## src/byte_ring_deque_core_assert.svh

```systemverilog
// Assertion macros used by the byte ring deque core.
`ifndef BYTE_RING_DEQUE_CORE_ASSERT_SVH
`define BYTE_RING_DEQUE_CORE_ASSERT_SVH

// The condition must hold at every clock edge outside reset.
`define BRD_ASSERT_ALWAYS(lbl, clk, rst, cond) \
  lbl: assert property (@(posedge clk) disable iff (rst) (cond)) \
    else $error("brd assertion failed");

// When the trigger holds, the condition must hold at the same edge.
`define BRD_ASSERT_IMPL(lbl, clk, rst, trig, cond) \
  lbl: assert property (@(posedge clk) disable iff (rst) (trig) |-> (cond)) \
    else $error("brd assertion failed");

// When the trigger holds, the condition must hold at the next edge.
`define BRD_ASSERT_NEXT(lbl, clk, rst, trig, cond) \
  lbl: assert property (@(posedge clk) disable iff (rst) (trig) |=> (cond)) \
    else $error("brd assertion failed");

`endif

```

## src/brd_pkg.sv

```systemverilog
`timescale 1ns / 1ps

package brd_pkg;

  localparam int DEPTH_DEFAULT = 256;
  localparam int CAP_RESET     = 256;
  localparam int OFF_W         = 8;

  typedef logic [8:0] count_t;
  typedef logic [7:0] byte_t;

  typedef enum logic [2:0] {
    OP_PUSH_BACK  = 3'd0,
    OP_PUSH_FRONT = 3'd1,
    OP_POP_FRONT  = 3'd2,
    OP_POP_BACK   = 3'd3,
    OP_PEEK       = 3'd4,
    OP_CLEAR      = 3'd5,
    OP_CHECK_ERR  = 3'd6,
    OP_RESET_ERR  = 3'd7
  } op_t;

endpackage

```

## src/brd_if.sv

```systemverilog
`timescale 1ns / 1ps

interface brd_cmd_if;
  logic            valid;
  logic            ready;
  brd_pkg::op_t    op;
  brd_pkg::byte_t  data_in;
  logic [brd_pkg::OFF_W-1:0] peek_offset;

  modport source (output valid, op, data_in, peek_offset, input ready);
  modport sink (input valid, op, data_in, peek_offset, output ready);
endinterface

interface brd_rsp_if;
  logic            valid;
  logic            ready;
  brd_pkg::byte_t  data_out;
  logic            ok;
  brd_pkg::count_t fill_count;
  brd_pkg::count_t free_space;
  logic            error_seen;

  modport source (output valid, data_out, ok, fill_count, free_space, error_seen,
                  input ready);
  modport sink (input valid, data_out, ok, fill_count, free_space, error_seen,
                output ready);
endinterface

interface brd_cfg_if;
  logic            valid;
  logic            ready;
  brd_pkg::count_t capacity;

  modport source (output valid, capacity, input ready);
  modport sink (input valid, capacity, output ready);
endinterface

```

## src/byte_ring_deque_core.sv

```systemverilog
`timescale 1ns / 1ps
// Channel   Direction   Payload
// cmd       sink        op, data_in, peek_offset
// rsp       source      data_out, ok, fill_count, free_space, error_seen
// cfg       sink        capacity (write data only)
//
// Push, clear and error ops respond in the cycle after they are taken; pops
// go through a store read (S_READ). Peek runs eight remainder steps for offset
// mod capacity (S_DIV), then an address state (S_ADDR) and a store read (S_READ).
// After reset the store is zeroed one entry per cycle over the first
// min(DEPTH, 512) entries; no command is taken during that pass, configuration writes are.
// A new command is taken once the previous result has left or is leaving.

`include "byte_ring_deque_core_assert.svh"

module byte_ring_deque_core #(
  parameter int DEPTH = brd_pkg::DEPTH_DEFAULT
) (
  input  logic            clk,
  input  logic            rst,
  brd_cmd_if.sink         cmd,
  brd_rsp_if.source       rsp,
  brd_cfg_if.sink         cfg
);
  import brd_pkg::*;

  localparam int AW        = (DEPTH > 1) ? $clog2(DEPTH) : 1;
  localparam int CLR_N     = (DEPTH < 512) ? DEPTH : 512;
  localparam int CW        = $clog2(OFF_W);
  localparam logic [AW-1:0] CLR_LAST = AW'(CLR_N - 1);
  localparam logic [CW-1:0] DIV_LAST = CW'(OFF_W - 1);
  localparam count_t CAP_RST = (CAP_RESET > DEPTH) ? count_t'(DEPTH) : count_t'(CAP_RESET);

  typedef enum logic [4:0] {
    S_CLEAR = 5'b00001,
    S_IDLE  = 5'b00010,
    S_DIV   = 5'b00100,
    S_ADDR  = 5'b01000,
    S_READ  = 5'b10000
  } state_t;

  state_t  state, state_next;
  logic [AW-1:0] clr_idx, clr_idx_next;
  count_t  cap_eff, cap_eff_next;
  count_t  head, head_next;
  count_t  fill, fill_next;
  logic    flag, flag_next;
  count_t  rem, rem_next;
  logic [OFF_W-1:0] div_q, div_q_next;
  logic [CW-1:0] div_cnt, div_cnt_next;

  logic    rsp_valid, rsp_valid_next;
  byte_t   rsp_data, rsp_data_next;
  logic    rsp_ok, rsp_ok_next;
  count_t  rsp_fill, rsp_fill_next;
  count_t  rsp_free, rsp_free_next;
  logic    rsp_err, rsp_err_next;

  byte_t   store [DEPTH];
  logic    mem_we, mem_re;
  logic [AW-1:0] mem_waddr, mem_raddr;
  byte_t   mem_wdata, mem_rdata;

  logic    cmd_fire, cfg_fire;
  logic [9:0] sum_tail, sum_last, sum_peek, rem_shift;
  count_t  pos_tail, pos_last, pos_peek, head_dec, head_inc;
  logic [16:0] cfg_wide;
  count_t  cfg_cap;

  assign cmd.ready = (state == S_IDLE) && (!rsp_valid || rsp.ready);
  assign cmd_fire  = cmd.valid && cmd.ready;
  assign cfg.ready = 1'b1;
  assign cfg_fire  = cfg.valid;

  assign rsp.valid      = rsp_valid;
  assign rsp.data_out   = rsp_data;
  assign rsp.ok         = rsp_ok;
  assign rsp.fill_count = rsp_fill;
  assign rsp.free_space = rsp_free;
  assign rsp.error_seen = rsp_err;

  // Ring positions: each sum stays below twice the capacity, so one
  // compare and subtract brings it back into range.
  assign sum_tail = {1'b0, head} + {1'b0, fill};
  assign pos_tail = (sum_tail >= {1'b0, cap_eff}) ? count_t'(sum_tail - {1'b0, cap_eff})
                                                  : count_t'(sum_tail);
  assign sum_last = sum_tail - 10'd1;
  assign pos_last = (sum_last >= {1'b0, cap_eff}) ? count_t'(sum_last - {1'b0, cap_eff})
                                                  : count_t'(sum_last);
  assign sum_peek = {1'b0, head} + {1'b0, rem};
  assign pos_peek = (sum_peek >= {1'b0, cap_eff}) ? count_t'(sum_peek - {1'b0, cap_eff})
                                                  : count_t'(sum_peek);
  assign head_dec = (head == '0) ? cap_eff - 9'd1 : head - 9'd1;
  assign head_inc = (head + 9'd1 == cap_eff) ? '0 : head + 9'd1;
  assign rem_shift = {rem, div_q[OFF_W-1]};

  assign cfg_wide = 17'(cfg.capacity);
  assign cfg_cap  = (cfg.capacity == '0) ? 9'd1 :
                    (cfg_wide > 17'(DEPTH)) ? count_t'(DEPTH) : cfg.capacity;

  always_comb begin
    state_next     = state;
    clr_idx_next   = clr_idx;
    cap_eff_next   = cap_eff;
    head_next      = head;
    fill_next      = fill;
    flag_next      = flag;
    rem_next       = rem;
    div_q_next     = div_q;
    div_cnt_next   = div_cnt;
    rsp_valid_next = rsp_valid && !rsp.ready;
    rsp_data_next  = rsp_data;
    rsp_ok_next    = rsp_ok;
    rsp_fill_next  = rsp_fill;
    rsp_free_next  = rsp_free;
    rsp_err_next   = rsp_err;
    mem_we         = 1'b0;
    mem_waddr      = '0;
    mem_wdata      = '0;
    mem_re         = 1'b0;
    mem_raddr      = '0;

    unique case (state)
      S_CLEAR: begin
        mem_we       = 1'b1;
        mem_waddr    = clr_idx;
        clr_idx_next = clr_idx + 1'b1;
        if (clr_idx == CLR_LAST) begin
          state_next = S_IDLE;
        end
      end
      S_IDLE: begin
        if (cmd_fire) begin
          rsp_ok_next    = 1'b1;
          rsp_data_next  = '0;
          rsp_err_next   = flag;
          rsp_valid_next = 1'b1;
          unique case (cmd.op) inside
            OP_PUSH_BACK, OP_PUSH_FRONT: begin
              if (fill < cap_eff) begin
                mem_we    = 1'b1;
                mem_wdata = cmd.data_in;
                fill_next = fill + 9'd1;
                if (cmd.op == OP_PUSH_BACK) begin
                  mem_waddr = AW'(pos_tail);
                end else begin
                  mem_waddr = AW'(head_dec);
                  head_next = head_dec;
                end
              end else begin
                flag_next    = 1'b1;
                rsp_ok_next  = 1'b0;
                rsp_err_next = 1'b1;
              end
            end
            OP_POP_FRONT, OP_POP_BACK: begin
              if (fill != '0) begin
                mem_re         = 1'b1;
                fill_next      = fill - 9'd1;
                rsp_valid_next = 1'b0;
                state_next     = S_READ;
                if (cmd.op == OP_POP_FRONT) begin
                  mem_raddr = AW'(head);
                  head_next = head_inc;
                end else begin
                  mem_raddr = AW'(pos_last);
                end
              end else begin
                rsp_ok_next = 1'b0;
              end
            end
            OP_PEEK: begin
              rsp_ok_next    = count_t'(cmd.peek_offset) < fill;
              rsp_valid_next = 1'b0;
              rem_next       = '0;
              div_q_next     = cmd.peek_offset;
              div_cnt_next   = '0;
              state_next     = S_DIV;
            end
            OP_CLEAR: begin
              head_next = '0;
              fill_next = '0;
            end
            OP_CHECK_ERR, OP_RESET_ERR: begin
              flag_next = 1'b0;
            end
            default: begin
            end
          endcase
          rsp_fill_next = fill_next;
          rsp_free_next = cap_eff - fill_next;
        end
      end
      S_DIV: begin
        // One restoring step per cycle: remainder of the offset by capacity.
        if (rem_shift >= {1'b0, cap_eff}) begin
          rem_next = count_t'(rem_shift - {1'b0, cap_eff});
        end else begin
          rem_next = count_t'(rem_shift);
        end
        div_q_next   = div_q << 1;
        div_cnt_next = div_cnt + 1'b1;
        if (div_cnt == DIV_LAST) begin
          state_next = S_ADDR;
        end
      end
      S_ADDR: begin
        mem_re     = 1'b1;
        mem_raddr  = AW'(pos_peek);
        state_next = S_READ;
      end
      S_READ: begin
        rsp_data_next  = mem_rdata;
        rsp_valid_next = 1'b1;
        state_next     = S_IDLE;
      end
      default: begin
        state_next = S_CLEAR;
      end
    endcase

    if (cfg_fire) begin
      cap_eff_next = cfg_cap;
      head_next    = '0;
      fill_next    = '0;
    end
  end

  always_ff @(posedge clk) begin
    if (mem_we) begin
      store[mem_waddr] <= mem_wdata;
    end
    if (mem_re) begin
      mem_rdata <= store[mem_raddr];
    end
  end

  always_ff @(posedge clk) begin
    if (rst) begin
      state     <= S_CLEAR;
      clr_idx   <= '0;
      cap_eff   <= CAP_RST;
      head      <= '0;
      fill      <= '0;
      flag      <= 1'b0;
      div_cnt   <= '0;
      rsp_valid <= 1'b0;
    end else begin
      state     <= state_next;
      clr_idx   <= clr_idx_next;
      cap_eff   <= cap_eff_next;
      head      <= head_next;
      fill      <= fill_next;
      flag      <= flag_next;
      div_cnt   <= div_cnt_next;
      rsp_valid <= rsp_valid_next;
    end
  end

  always_ff @(posedge clk) begin
    rem      <= rem_next;
    div_q    <= div_q_next;
    rsp_data <= rsp_data_next;
    rsp_ok   <= rsp_ok_next;
    rsp_fill <= rsp_fill_next;
    rsp_free <= rsp_free_next;
    rsp_err  <= rsp_err_next;
  end

  `BRD_ASSERT_ALWAYS(a_fill_in_cap, clk, rst, fill <= cap_eff)
  `BRD_ASSERT_IMPL(a_head_in_cap, clk, rst, fill != '0, head < cap_eff)
  `BRD_ASSERT_IMPL(a_slot_free_on_read, clk, rst, state == S_READ, !rsp_valid)
  `BRD_ASSERT_IMPL(a_counts_sum, clk, rst, rsp_valid,
                   {1'b0, rsp_fill} + {1'b0, rsp_free} == {1'b0, cap_eff})
  `BRD_ASSERT_NEXT(a_pop_reads, clk, rst, cmd_fire && mem_re, state == S_READ)

endmodule
```

## src/flat_wrapper.sv

```systemverilog
// flat-port wrapper written by rule: the top's interface ports become plain ports
module byte_ring_deque_core_flat import brd_pkg::*;
#(
  parameter int DEPTH = brd_pkg::DEPTH_DEFAULT
)
  (clk, rst, cmd_valid, cmd_op, cmd_data_in, cmd_peek_offset, cmd_ready, rsp_valid, rsp_data_out, rsp_ok, rsp_fill_count, rsp_free_space, rsp_error_seen, rsp_ready, cfg_valid, cfg_capacity, cfg_ready);
  brd_cmd_if cmd_i ();
  brd_rsp_if rsp_i ();
  brd_cfg_if cfg_i ();
  input  logic clk;
  input  logic rst;
  input wire logic [$bits(cmd_i.valid)-1:0] cmd_valid;
  input wire logic [$bits(cmd_i.op)-1:0] cmd_op;
  input wire logic [$bits(cmd_i.data_in)-1:0] cmd_data_in;
  input wire logic [$bits(cmd_i.peek_offset)-1:0] cmd_peek_offset;
  output wire logic [$bits(cmd_i.ready)-1:0] cmd_ready;
  output wire logic [$bits(rsp_i.valid)-1:0] rsp_valid;
  output wire logic [$bits(rsp_i.data_out)-1:0] rsp_data_out;
  output wire logic [$bits(rsp_i.ok)-1:0] rsp_ok;
  output wire logic [$bits(rsp_i.fill_count)-1:0] rsp_fill_count;
  output wire logic [$bits(rsp_i.free_space)-1:0] rsp_free_space;
  output wire logic [$bits(rsp_i.error_seen)-1:0] rsp_error_seen;
  input wire logic [$bits(rsp_i.ready)-1:0] rsp_ready;
  input wire logic [$bits(cfg_i.valid)-1:0] cfg_valid;
  input wire logic [$bits(cfg_i.capacity)-1:0] cfg_capacity;
  output wire logic [$bits(cfg_i.ready)-1:0] cfg_ready;
  assign cmd_i.valid = cmd_valid;
  assign cmd_i.op = cmd_op;
  assign cmd_i.data_in = cmd_data_in;
  assign cmd_i.peek_offset = cmd_peek_offset;
  assign cmd_ready = cmd_i.ready;
  assign rsp_valid = rsp_i.valid;
  assign rsp_data_out = rsp_i.data_out;
  assign rsp_ok = rsp_i.ok;
  assign rsp_fill_count = rsp_i.fill_count;
  assign rsp_free_space = rsp_i.free_space;
  assign rsp_error_seen = rsp_i.error_seen;
  assign rsp_i.ready = rsp_ready;
  assign cfg_i.valid = cfg_valid;
  assign cfg_i.capacity = cfg_capacity;
  assign cfg_ready = cfg_i.ready;
  byte_ring_deque_core #(.DEPTH(DEPTH)) u_core (.clk(clk), .rst(rst), .cmd(cmd_i), .rsp(rsp_i), .cfg(cfg_i));
endmodule
```

## config.mk

```make
export PLATFORM = sky130hd
export DESIGN_NAME = byte_ring_deque_core_flat
export DESIGN_NICKNAME = d
export VERILOG_FILES = /design/src/brd_pkg.sv /design/src/brd_if.sv /design/src/byte_ring_deque_core.sv /design/src/flat_wrapper.sv
export VERILOG_INCLUDE_DIRS = /design/src /design/src/src
export SDC_FILE = /design/constraint.sdc
export NUM_CORES = 2
export LEC_CHECK = 0
export ABC_CLOCK_PERIOD_IN_PS = 20100
export BUFFER_PORTS_ARGS = -buffer_cell sky130_fd_sc_hd__buf_2
export CAP_MARGIN = 20
export CORE_ASPECT_RATIO = 0.75
export CORE_MARGIN = 8
export CORE_UTILIZATION = 40
export DETAILED_ROUTE_END_ITERATION = 6
export PLACE_DENSITY = 0.52
export SKIP_LAST_GASP = 1
export SLEW_MARGIN = 20
export SYNTH_ARGS = -nofsm -noshare
export SYNTH_HDL_FRONTEND = slang
export SYNTH_SLANG_ARGS = --single-unit
```

## constraint.sdc

```tcl
create_clock -name clk -period 20.1 [get_ports clk]
set_input_delay 4.02 -clock clk [delete_from_list [all_inputs] [get_ports clk]]
set_output_delay 4.02 -clock clk [all_outputs]
set_load 0.005 [all_outputs]
```

# Yosys cells after proc, flatten, opt, wreduce, memory -nomap -nowiden
# Memories as Yosys holds them, arrays and structs flattened. A register that Yosys moved wholly into a read port is not among the register bits.
# Index checks and enable logic that the tools add are counted.
# classes
addsub	15
multipliers	0
div	0
magnitude_cmp	7
eq_ne	25
shift	0
n_mux	67
bitwise_logic	0
n_reduce_logical	24
# op_table
op	n
two-way mux 8 bit	18
two-way mux 9 bit	15
one-hot mux 8 bit (2 select lines)	4
one-hot mux 9 bit (3 select lines)	2
>= comparator 10 x 9 -> 1 bit	4
subtractor 9 x 1 -> 9 bit (second input constant)	3
one-hot mux 5 bit (5 select lines)	1
subtractor 8 bit	3
adder 9 x 9 -> 10 bit	2
two-way mux 5 bit	4
adder 9 x 1 -> 9 bit (second input constant)	2
zero test 9 bit	2
one-hot mux 9 bit (2 select lines)	1
subtractor 9 bit	2
equality test 3 bit (second input constant)	5
two-way mux 1 bit	12
inequality test 2 x 1 -> 1 bit (second input constant)	6
one-hot mux 1 bit (2 select lines)	5
one-hot mux 5 bit (2 select lines)	1
subtractor 10 x 1 -> 10 bit (second input constant)	1
equality test 9 bit	1
greater-than comparator 9 bit (second input constant)	1
< comparator 8 x 9 -> 1 bit	1
< comparator 9 bit	1
other kinds (27)	41
# word_totals
register_bits	90
latch_bits	0
ramBits	2048
romBits	0
in_bits	33
output_inout_bits	31
word_cells	154
n_memories	1
# memory_table
memory	depth	width	rd	rd_clocked_by_memory_dff	write_ports	line	rtl
u_core.store	256	8	1	1	1	byte_ring_deque_core.sv:59	byte_t store [DEPTH];

# Depth between registers and ports, before layout
# logic_depth
word_depth	9
depth_mapped	29

# Worst setup path after synthesis
# OpenSTA, ideal clock, no wires.
# synth_timing
path_kind	input to register
start	in cmd_op[1]
end	mem u_core.store[0][0] (netlist name), data pin
arrival_ns	8.193
t_required_ns	19.225
setup_slack_ns	11.032
stages	3
path_cell_list	a211oi_1 > clkbuf_1 > and3_1
# synth_between
elab_chain_cells	5
# synth_lines
element	line	rtl
start, declared	flat_wrapper.sv:13	input wire logic [$bits(cmd_i.op)-1:0] cmd_op;
equality test 3 x 1 -> 1 bit (no source line) / zero test 3 bit (equally long branches)	--	
OR reduction 2 bit (*)	byte_ring_deque_core.sv:138	unique case (cmd.op) inside
two-way mux 8 bit (*)	byte_ring_deque_core.sv:138	
two-way mux 8 bit (*)	byte_ring_deque_core.sv:133	if (cmd_fire) begin
two-way mux 8 bit (*)	byte_ring_deque_core.sv:123	unique case (state)
via u_core.mem_wdata[0]	byte_ring_deque_core.sv:62	byte_t mem_wdata, mem_rdata;
end, declared	byte_ring_deque_core.sv:59	
# Mark *: on every way through the listed nets, which the timed path passes. The rest lies on a longest branch.

# Final worst setup path
# layout_timing
start	in rsp_ready
end	reg u_core.mem_rdata[6] (read register of u_core.store), data pin
# layout_between
elab_chain_cells	5
# layout_lines
element	line	rtl
start, declared	flat_wrapper.sv:23	input wire logic [$bits(rsp_i.ready)-1:0] rsp_ready;
logical OR 1 bit (*)	byte_ring_deque_core.sv:70	assign cmd.ready = (state == S_IDLE) && (!rsp_valid || rsp.ready);
logical AND 1 bit (*)	byte_ring_deque_core.sv:70	
logical AND 1 bit (*)	byte_ring_deque_core.sv:71	assign cmd_fire = cmd.valid && cmd.ready;
two-way mux 8 bit / two-way mux 1 bit (equally long branches)	byte_ring_deque_core.sv:133	
one-hot mux 8 bit (2 select lines) / one-hot mux 1 bit (2 select lines) (equally long branches)	byte_ring_deque_core.sv:123	
end, declared	byte_ring_deque_core.sv:62	
# Every way passes the cells marked *; elsewhere a longest branch is shown, timed or not.
# A chain may end at the register's enable or synchronous reset.

==> results.cfg <==
[outcome]
status = complete, no violations

[timing]
relSlewSlack_pct = 16.0
finalSetupViolCount = 0
worst_pin_slew_ns = 1.26
hold_viol = 0
max_freq_mhz = 98.1
fin_skew_ns = 0.0449
period_minus_slack_ns = 10.20
tns_ns = 0
rsz0062_at_grt = no
final_max_slew_viol_count = 0
period_share_pct = 50.7

[critical_path]
r2r_cells = 25
crit_family = simple AND/OR/NAND/NOR gates
path_max_fanout = 140
required_ns = 20.63
crit_buf_inv = 5
path_class = input pin to flop
cp-end-kind = flop
max_stage_delay_ns = 1.04
cp.arrival_ns = 10.73
slowest_stage = nor4b_1
cp.depth = 17
cp_cell_sequence = buf_2 -> nand2b_1 -> nand4_1 -> inv_1 -> nand2_1 -> nor3_1 -> a21oi_2 -> and3_4 -> buf_4 -> buf_12 -> buf_4 -> a31oi_1 -> a22oi_1 -> a21oi_1 -> nor4b_1 -> a211o_1 -> nand4_1
start_kind = input pin

[place]
gp_congestion = 0.858
port_buffers = 62
detailed_place_hpwl_mm = 181

[clock_network]
ctsHoldBuffers = 0
post_cts_buffers = 0
insertion_delay_ns = 0.87
clk_pin_slew_ns = 0.06
cts.sinks = 2146
cts_buffers = 213
cts_buffer_depth = 4
root_buffer = clkbuf_16
htreeDepth = 4
cts_tree = built
cts_resized = 0

[synth]
async_flop_share_pct = 0
synth_edf_count = 2101
synth_most_common_cell = edfxtp_1
synth_cell_type_count = 93
synth_ff_type = edfxtp_1
synth_nets = 7148
syn-mean-instance-area_um2 = 12.8
netlist.area_leader.share_pct = 70.1
yosys_warnings = 0
synth_area_leaders = edfxtp_1, nand2_1, nand3_1, mux2i_1, nor2_1
synth_seq_cells = 2146
yosysSeqAreaShare_pct = 71.1
syn_area_um2 = 90100
synth_commonest_cells = edfxtp_1, nand2_1, nand3_1
synth.largest_area_cell = edfxtp_1
postSynthCellCount = 7022

[floorplanning]
num_rows = 151
core_area_um2 = 225000
start_util_pct = 40.1
ios = 64
die_h_um = 427
die_area_um2 = 241000
die_x_um = 564

[pwr]
leakagePower_nw = 32.8
p_per_area_nw_per_um2 = 89.1
vdd_drop_max_mv = 0.0777
power.total_mw = 8.90

[final_layout]
multi_input_area_um2 = 23900
final_util_pct = 44.4
area_delta_synth_final_pct = 10.9
final-seq-area_um2 = 64000
drive_gt1_share_pct = 8.08
fin_nets = 7145
nFillCells = 20300

[detailed_routing]
drt-initial-drc-count = 8351
vias_per_cell = 5.90
vias = 60000
drt_wl_total_mm = 299
routedWlPerCell_um = 29.5
drcViolationCount = 0
firstDrtPassIters = 6
ant_nets = 0

[grt]
grt_max_degree = 193
grt_usage_pct = 24.1
grt_pass1_wl_mm = 425
first_global_vias = 55600
antenna_found_initial = 15
grt_overflow = 0

[worst_hold_path]
hold_class = flop to flop
hold_path_depth = 2

[flow_run]
drv_cap = 0
==> worst min-delay path: cells and delay by family (launching register included) <==
kind / cells / cell delay [ns]
AND/OR/NAND/NOR: 2 / 0.08
flip-flops: 1 / 0.32
==> metal layers <==
| layer | up-vias | part of all wire [%] | wire length (µm) | track usage (%) |
|---|---|---|---|---|
| met5 | - | 0.014 | 42 | 0 |
| met4 | 6 | 2.7 | 8040 | 6.26 |
| met3 | 452 | 9.7 | 29100 | 4.64 |
| met2 | 3048 | 42 | 126000 | 34.3 |
| met1 | 30500 | 46 | 137000 | 37.6 |
| li1 | 26000 | - | - | - |
==> worst paths after layout <==
path | from | to | slack (ns)
max | rsp_ready | u_core.mem_rdata[6] | 9.90
min | u_core.div_q[3] | u_core.div_q[4] | 0.51
max reg2reg | u_core.head[3] | u_core.mem_rdata[6] | 9.93
min reg2reg | u_core.div_q[3] | u_core.div_q[4] | 0.51
==> per-stage QoR <==
stage	cell area [µm²]	setup WS [ns]	hold WS [ns]	std cells
floorplan	90100	11.03	0.470	7022
global placement	93400	8.99	0.484	9784
detailed placement	93400	9.34	0.495	9785
CTS	99800	10.16	0.511	10200
global route	99800	9.54	0.537	10200
finish	99800	9.90	0.508	10200
==> cells in the final DEF, fill, tap and decap left out, types with 13 or more instances in the layout <==
cell type	n
a32oi_1	32
nor2b_1	23
inv_1	63
buf_4	153
clkinv_1	47
nand2b_1	20
buf_2	62
nand3_1	739
nor2_1	390
a211oi_1	23
a311oi_1	26
o41ai_1	13
a221oi_1	42
clkinv_2	35
o211ai_1	14
nor3_1	29
nand4_1	35
edfxtp_1	2101
a21o_1	35
a2bb2oi_1	13
mux2i_1	226
clkbuf_1	52
a22oi_1	18
xnor2_1	49
xor2_1	25
o221ai_1	24
o22ai_1	60
o21ai_0	66
nor4_1	14
a31oi_1	167
mux2_2	18
a21oi_1	235
ha_1	86
o2111ai_1	31
dfxtp_1	45
and3_1	56
nand2_1	1629
clkbuf_16	214
==> where the power goes <==
group	switching, mW	internal (mW)	total, mW	leakage [nW]
combinational	0.159	0.0570	0.216	13.1
clock	1.71	2.11	3.82	3.13
sequential	0.00707	4.86	4.87	16.6
total	1.88	7.02	8.90	32.8
==> layout make-up <==
cell class	count	share of cell area, %
Antenna cell	3	0.00752
Clock buffer	269	5.60
Clock inverter	101	0.785
Inverter	65	0.244
Multi-Input combinational cell	4373	24.0
Sequential cell	2146	64.1
Tap cell	2983	3.74
Timing Repair Buffer	220	1.56
==> cell families (layout without fill, tap and decap cells) <==
logic type	after synthesis	count (layout)	share of synthesized area (%)
multiplexers	255	255	2.87
XOR/XNOR	75	75	0.738
AND/OR/NAND/NOR	3026	3026	14.4
AO/OA/AOI/OAI	923	923	6.96
other	1	4	0.00416
buffers and inverters	503	655	2.66
adder cells (fa/ha/maj)	93	93	1.35
flip-flops	2146	2146	71.1
==> flip-flops by register name, summed over array words and instances, names as in the netlist <==
register / cells
u_core.flag: 1
u_core.rem: 9
u_core.head: 9
u_core.div_q: 8
u_core.rsp.error_seen: 1
u_core.div_cnt: 3
u_core.rsp.free_space: 9
u_core.state: 5
u_core.rsp.ok: 1
u_core.store: 2048
u_core.fill: 9
u_core.cap_eff: 9
u_core.rsp.data_out: 8
u_core.rsp.fill_count: 9
u_core.mem_rdata: 8
u_core.clr_idx: 8
u_core.rsp.valid: 1
Note: power is estimated with default switching activity, not from simulation.
